[src/sv/dimc_pkg.sv]
// ----------------------------------------------------------------------------
// dimc_pkg
// Shared types and constants of the icon toggle / move count block.
// ----------------------------------------------------------------------------
`default_nettype none

package dimc_pkg;

  // payload field widths
  localparam int ROW_W      = 5;
  localparam int COL_W      = 5;
  localparam int OUT_W      = 11;
  localparam int IN_DATA_W  = 16;
  localparam int OUT_DATA_W = 24;

  // configuration port
  localparam int CFG_AW = 1;
  localparam int CFG_W  = 6;

  localparam logic [CFG_AW-1:0] REG_NUM_ROWS = 1'b0;
  localparam logic [CFG_AW-1:0] REG_NUM_COLS = 1'b1;

  // item kinds
  localparam logic KIND_LOAD   = 1'b0;
  localparam logic KIND_TOGGLE = 1'b1;

  typedef enum logic [3:0] {
    S_CLEAR,
    S_IDLE,
    S_CHECK,
    S_LEAF,
    S_UP,
    S_QC_RUN,
    S_QC_END,
    S_QD_INIT,
    S_QD_RUN,
    S_QD_END,
    S_OUT
  } dimc_state_t;

  // controller -> datapath
  typedef struct packed {
    logic clr;       // clearing pass, one tree word per cycle
    logic capture;   // latch the accepted item
    logic leaf_rd;   // read the leaf of the item's cell
    logic up_start;  // write leaf, read its parent
    logic up_step;   // one read-modify-write per tree level
    logic q_start;   // start a prefix walk
    logic q_sel_c;   // prefix length: cells in use (1) or the last sum (0)
    logic q_step;    // one tree level of the prefix walk
    logic save_c;    // keep the total of filled cells
    logic out_load;  // load the result register
  } dimc_cmd_t;

  // datapath -> controller
  typedef struct packed {
    logic clr_last;
    logic in_range;
    logic is_toggle;
    logic up_last;
    logic q_last;
    logic out_free;
  } dimc_stat_t;

endpackage

`default_nettype wire

[src/sv/dimc_ctrl.sv]
// ----------------------------------------------------------------------------
// dimc_ctrl
// Sequencer: clearing pass, leaf update, path update and two prefix walks.
// ----------------------------------------------------------------------------
`default_nettype none

module dimc_ctrl (
  input  wire logic               clk,
  input  wire logic               rst_n,
  input  wire logic               in_tvalid,
  output logic                    in_tready,
  input  wire dimc_pkg::dimc_stat_t stat,
  output dimc_pkg::dimc_cmd_t     cmd
);
  import dimc_pkg::*;

  dimc_state_t state_r, state_nxt;

  always_ff @(posedge clk) begin
    if (!rst_n) begin
      state_r <= S_CLEAR;
    end else begin
      state_r <= state_nxt;
    end
  end

  always_comb begin
    state_nxt = state_r;
    cmd       = '0;
    in_tready = 1'b0;
    unique case (state_r)
      S_CLEAR: begin
        cmd.clr = 1'b1;
        if (stat.clr_last) state_nxt = S_IDLE;
      end
      S_IDLE: begin
        in_tready = 1'b1;
        if (in_tvalid) begin
          cmd.capture = 1'b1;
          state_nxt   = S_CHECK;
        end
      end
      S_CHECK: begin
        if (stat.in_range) begin
          cmd.leaf_rd = 1'b1;
          state_nxt   = S_LEAF;
        end else begin
          state_nxt = S_IDLE;
        end
      end
      S_LEAF: begin
        cmd.up_start = 1'b1;
        state_nxt    = S_UP;
      end
      S_UP: begin
        cmd.up_step = 1'b1;
        if (stat.up_last) begin
          if (stat.is_toggle) begin
            cmd.q_start = 1'b1;
            cmd.q_sel_c = 1'b1;
            state_nxt   = S_QC_RUN;
          end else begin
            state_nxt = S_IDLE;
          end
        end
      end
      S_QC_RUN: begin
        cmd.q_step = 1'b1;
        if (stat.q_last) state_nxt = S_QC_END;
      end
      S_QC_END: begin
        state_nxt = S_QD_INIT;
      end
      S_QD_INIT: begin
        cmd.save_c  = 1'b1;
        cmd.q_start = 1'b1;
        state_nxt   = S_QD_RUN;
      end
      S_QD_RUN: begin
        cmd.q_step = 1'b1;
        if (stat.q_last) state_nxt = S_QD_END;
      end
      S_QD_END: begin
        state_nxt = S_OUT;
      end
      S_OUT: begin
        if (stat.out_free) begin
          cmd.out_load = 1'b1;
          state_nxt    = S_IDLE;
        end
      end
      default: begin
        state_nxt = S_IDLE;
      end
    endcase
  end

  a_accept_checks: assert property (@(posedge clk) disable iff (!rst_n)
    in_tvalid && in_tready |=> state_r == S_CHECK)
    else $error("accepted item not followed by range check");

  a_out_then_idle: assert property (@(posedge clk) disable iff (!rst_n)
    cmd.out_load |=> in_tready)
    else $error("not ready after result load");

  a_clear_ends: assert property (@(posedge clk) disable iff (!rst_n)
    (state_r == S_CLEAR) && stat.clr_last |=> in_tready)
    else $error("clearing pass did not end in idle");

endmodule

`default_nettype wire

[config.mk]
export PLATFORM = sky130hd
export DESIGN_NAME = dimc_ctrl
export DESIGN_NICKNAME = d
export VERILOG_FILES = /design/src/sv/dimc_pkg.sv /design/src/sv/dimc_ctrl.sv
export SDC_FILE = /design/constraint.sdc
export NUM_CORES = 1
export LEC_CHECK = 0
export ABC_AREA = 1
export ABC_CLOCK_PERIOD_IN_PS = 2500
export BUFFER_PORTS_ARGS = -buffer_cell sky130_fd_sc_hd__buf_2
export CORE_UTILIZATION = 27
export CTS_CLUSTER_SIZE = 20
export DETAILED_ROUTE_END_ITERATION = 7
export GPL_TIMING_DRIVEN = 0
export PLACE_DENSITY = 0.49
export SLEW_MARGIN = 20
export SYNTH_ARGS = -nofsm -noshare
export SYNTH_HDL_FRONTEND = slang
export SYNTH_SLANG_ARGS = --single-unit
[constraint.sdc]
create_clock -name clk -period 2.5 [get_ports clk]
set_input_delay 0.375 -clock clk [delete_from_list [all_inputs] [get_ports clk]]
set_output_delay 0.375 -clock clk [all_outputs]
set_load 0.03 [all_outputs]
Word level (Yosys, flattened, before mapping)
Cells that the tools add are included.
{"block": "word_totals", "regBits": 4, "elab_cells": 45}
{"block": "classes", "eq_ne": 16, "mux": 25, "reduce_logical": 3}
{"operator": "$pmux 4 s11", "n": 1}
{"operator": "$mux 4", "n": 6}
{"operator": "$eq 4x3->1 const B", "n": 4}
{"operator": "$mux 1", "n": 13}
{"operator": "$eq 4x4->1 const B", "n": 3}
{"operator": "$ne 2x2->1 const B", "n": 6}
{"operator": "$eq 4x2->1 const B", "n": 2}
{"operator": "$mux 2", "n": 3}
{"operator": "$reduce_and 6->1", "n": 1}
{"operator": "$eq 4x1->1 const B", "n": 1}
{"operator": "$logic_not 4->1", "n": 1}
{"operator": "$mux 3", "n": 1}
{"operator": "$pmux 1 s2", "n": 1}
{"operator": "$reduce_or 2->1", "n": 1}

Depth between registers and ports, before layout
{"block": "depth", "depth_word": 3, "depth_mapped": 8}

Least setup slack after synthesis
OpenSTA, ideal clock, no wires.
{"block": "synth_path", "kind": "register to output", "start": "register state_r[3]", "end": "output port cmd[0] in the netlist's numbering", "arrival_ps": 1519, "required_time_ps": 2125, "path_slack_ps": 606, "stages_incl_launch_ff": 5, "cell_sequence": "dfxtp_1 -> inv_2 -> nor2_2 -> inv_2 -> nor4_1"}
{"item": "start, declared", "line": "dimc_ctrl.sv:17", "text": "dimc_state_t state_r, state_nxt;"}
{"item": "start signal, assigned", "line": "dimc_ctrl.sv:23", "text": "state_r <= state_nxt;"}
{"item": "end, declared", "line": "dimc_ctrl.sv:13", "text": "output dimc_pkg::dimc_cmd_t cmd"}

==> impl_metrics.tcl <==
set metrics [dict create \
    final_cell_area_um2 559 \
    grt_overflow_total 0 \
    netlist_area_um2 423 \
    antenna_left 0 \
    cp_max_fo 5 \
    grt_antenna_before_repair 0 \
    worstMarginPinSlew_ns 0.320 \
    dp.cells 111 \
    crit_path_end_kind "output pin" \
    crit_type "reg2out" \
    yosysUniqueCellTypes 15 \
    grt_use_met1_pct 16.1 \
    postSynthAreaPerCell_um2 5.49 \
    cts_max_level 1 \
    maxSlewHeadroom_pct 78.6 \
    synth_seq_cells 4 \
    wl_per_cell_um 9.30 \
    synthDominantCellAreaShare_pct 18.9 \
    ys_seq_area_share_pct 18.9 \
    p_leak_uw 0.000354 \
    finalHoldViolations 0 \
    ioPinCount 20 \
    io_buffers 19 \
    cts_root_buf "clkbuf_4" \
    die-width_um 41.6 \
    first_global_vias 438 \
    p_seq_share_pct 17.7 \
    critPathArrivalTime_ns 1.53 \
    insertion_delay_ns 0.24 \
    post-cts-setup-buffers 0 \
    regMostFlops "state_r" \
    drv_slew 0 \
    placed_area_um2 537 \
    viasPerCell 4.55 \
    min_period_over_period_pct 76.2 \
    ir_worst_vdd_v 0.000539 \
    nFillCells 156 \
    grt_use_met3_pct 4.35 \
    die_y_um 41.6 \
    largest_reg_flops 4 \
    drtIter0Drc 7 \
    met2_usage_pct 20.0 \
    pwr-share-comb_pct 72.8 \
    grt_start_max_net_pins 9 \
    track_usage_pct 12.6 \
    grt_pass1_wl_um 1770 \
    tns_ns 0 \
    final_cells 114 \
    rsz0062_at_grt "false" \
    dp_hpwl_um 885 \
    initial_utilization_pct 30.6 \
    required_ns 2.12 \
    routed_wl_um 1060 \
    cts_inserted_buffers 3 \
    period_minus_slack_ns 1.90 \
    status "complete, no violations" \
    place_ws_ns 0.857 \
    busiest_layer "met2" \
    hp-class "in2reg" \
    clock_path_buffers 2 \
    drive_above_1_share_pct 40.4 \
    clkPwrFrac_pct 9.4 \
    multi_input_area_um2 272 \
    vias 519 \
    ys_warn_count 0 \
    timing.fmax_mhz 525 \
    nets 110 \
    cts_num_sinks 4 \
    clk_pin_slew_ns 0.04 \
    core_mm2 0.00138 \
    setup_slack_ns 0.595 \
    tritoncts "yes" \
    die-area_mm2 0.00173 \
    area_growth_pct 32.2 \
    critPathLaunchType "register" \
    gp_congestion 0.762 \
    yosysTopAreaCell "dfxtp_1" \
    syn_inst 77 \
    powerDensity_mw_per_mm2 1510 \
    ctsHoldBuffers 0 \
    internal_power_uw 342 \
    fin_skew_ns 0.00501 \
    switching_power_uw 505 \
    cts_resized 0 \
    power_switching_share_pct 59.7 \
    syn-num-nets 86 \
    drc 0 \
    top_regs "state_r (4)" \
    dr.pass1.iters 3 \
    diodes 0 \
    synthTopCellsByArea "dfxtp_1 19%, nor2_1 12%, nand3_1 11%" \
    max-cap-violations 0 \
    rows 13 \
    seqCellArea_um2 80.1 \
    setup_viol 0 \
]
## path summary, 6_finish.rpt
check / start / to / slack, ns / cells after the start
min: rst_n / state_r[0] / 0.40 / 3
min reg2reg: state_r[2] / state_r[2] / 0.56 / 2
max reg2reg: state_r[0] / state_r[3] / 1.15 / 7
max: state_r[2] / cmd[4] / 0.60 / 7
## cells by family after synthesis
family	count (synthesis)	share of synthesized area, %
AO/OA/AOI/OAI	9	13.6
buffers and inverters	19	16.9
flip-flops	4	18.9
AND/OR/NAND/NOR	45	50.6
## layer usage
metal,wire [um],share of wire (%)
met1,529,50
met3,54,5.1
met4,0,0
met2,476,45
met5,0,0
## final cells by class
| cell class | count | share of cell area (%) |
|---|---|---|
| clock buffer | 3 | 4.03 |
| inverter | 19 | 12.8 |
| multi-input combinational | 54 | 48.5 |
| sequential | 4 | 14.3 |
| tap | 15 | 3.36 |
| timing repair buffer | 19 | 17.0 |
## placed cells by master, fill, tap and decap left out, drive strengths merged
cell,n
dfxtp,4
a21oi,6
nand2,15
nor3,1
nor4,1
clkbuf,3
o22ai,1
inv,19
buf,19
o21ai,2
nand3,9
nor2,19
## per-stage QoR
stage	hold WS (ns)	power, uW	util (%)
floorplan	0.496	634	-
global placement	0.549	772	38.8
detailed placement	0.549	770	38.8
CTS	0.398	855	40.5
global route	0.400	940	40.5
finish	0.402	847	40.5
## worst max-delay path: stages, from the launching register on
cell	delay, ns
dfxtp_1	0.39
inv_2	0.06
nor2_2	0.21
nand2_1	0.11
nor2_1	0.13
inv_1	0.07
o22ai_1	0.11
buf_2	0.22
## synthesized netlist by cell type
| master | count |
|---|---|
| nor3_1 | 1 |
| nor2_1 | 13 |
| inv_2 | 7 |
| nand2_4 | 1 |
| a21oi_1 | 6 |
| o21ai_4 | 1 |
| inv_1 | 12 |
| nand2_1 | 11 |
| o22ai_1 | 1 |
| nand3_1 | 9 |
| nor2_2 | 6 |
| o21ai_0 | 1 |
| dfxtp_1 | 4 |
| nor4_1 | 1 |
| nand2_2 | 3 |
## power by group through the flow
stage / Sequential (uW) / Clock [uW] / Combinational, uW
floorplan: 141 / 0 / 492
finish: 150 / 79.9 / 617
detailed placement: 152 / 0 / 619
CTS: 151 / 82.5 / 622
global placement: 152 / 0 / 619
global route: 158 / 90.3 / 692
(Power assumes the default switching activity.)
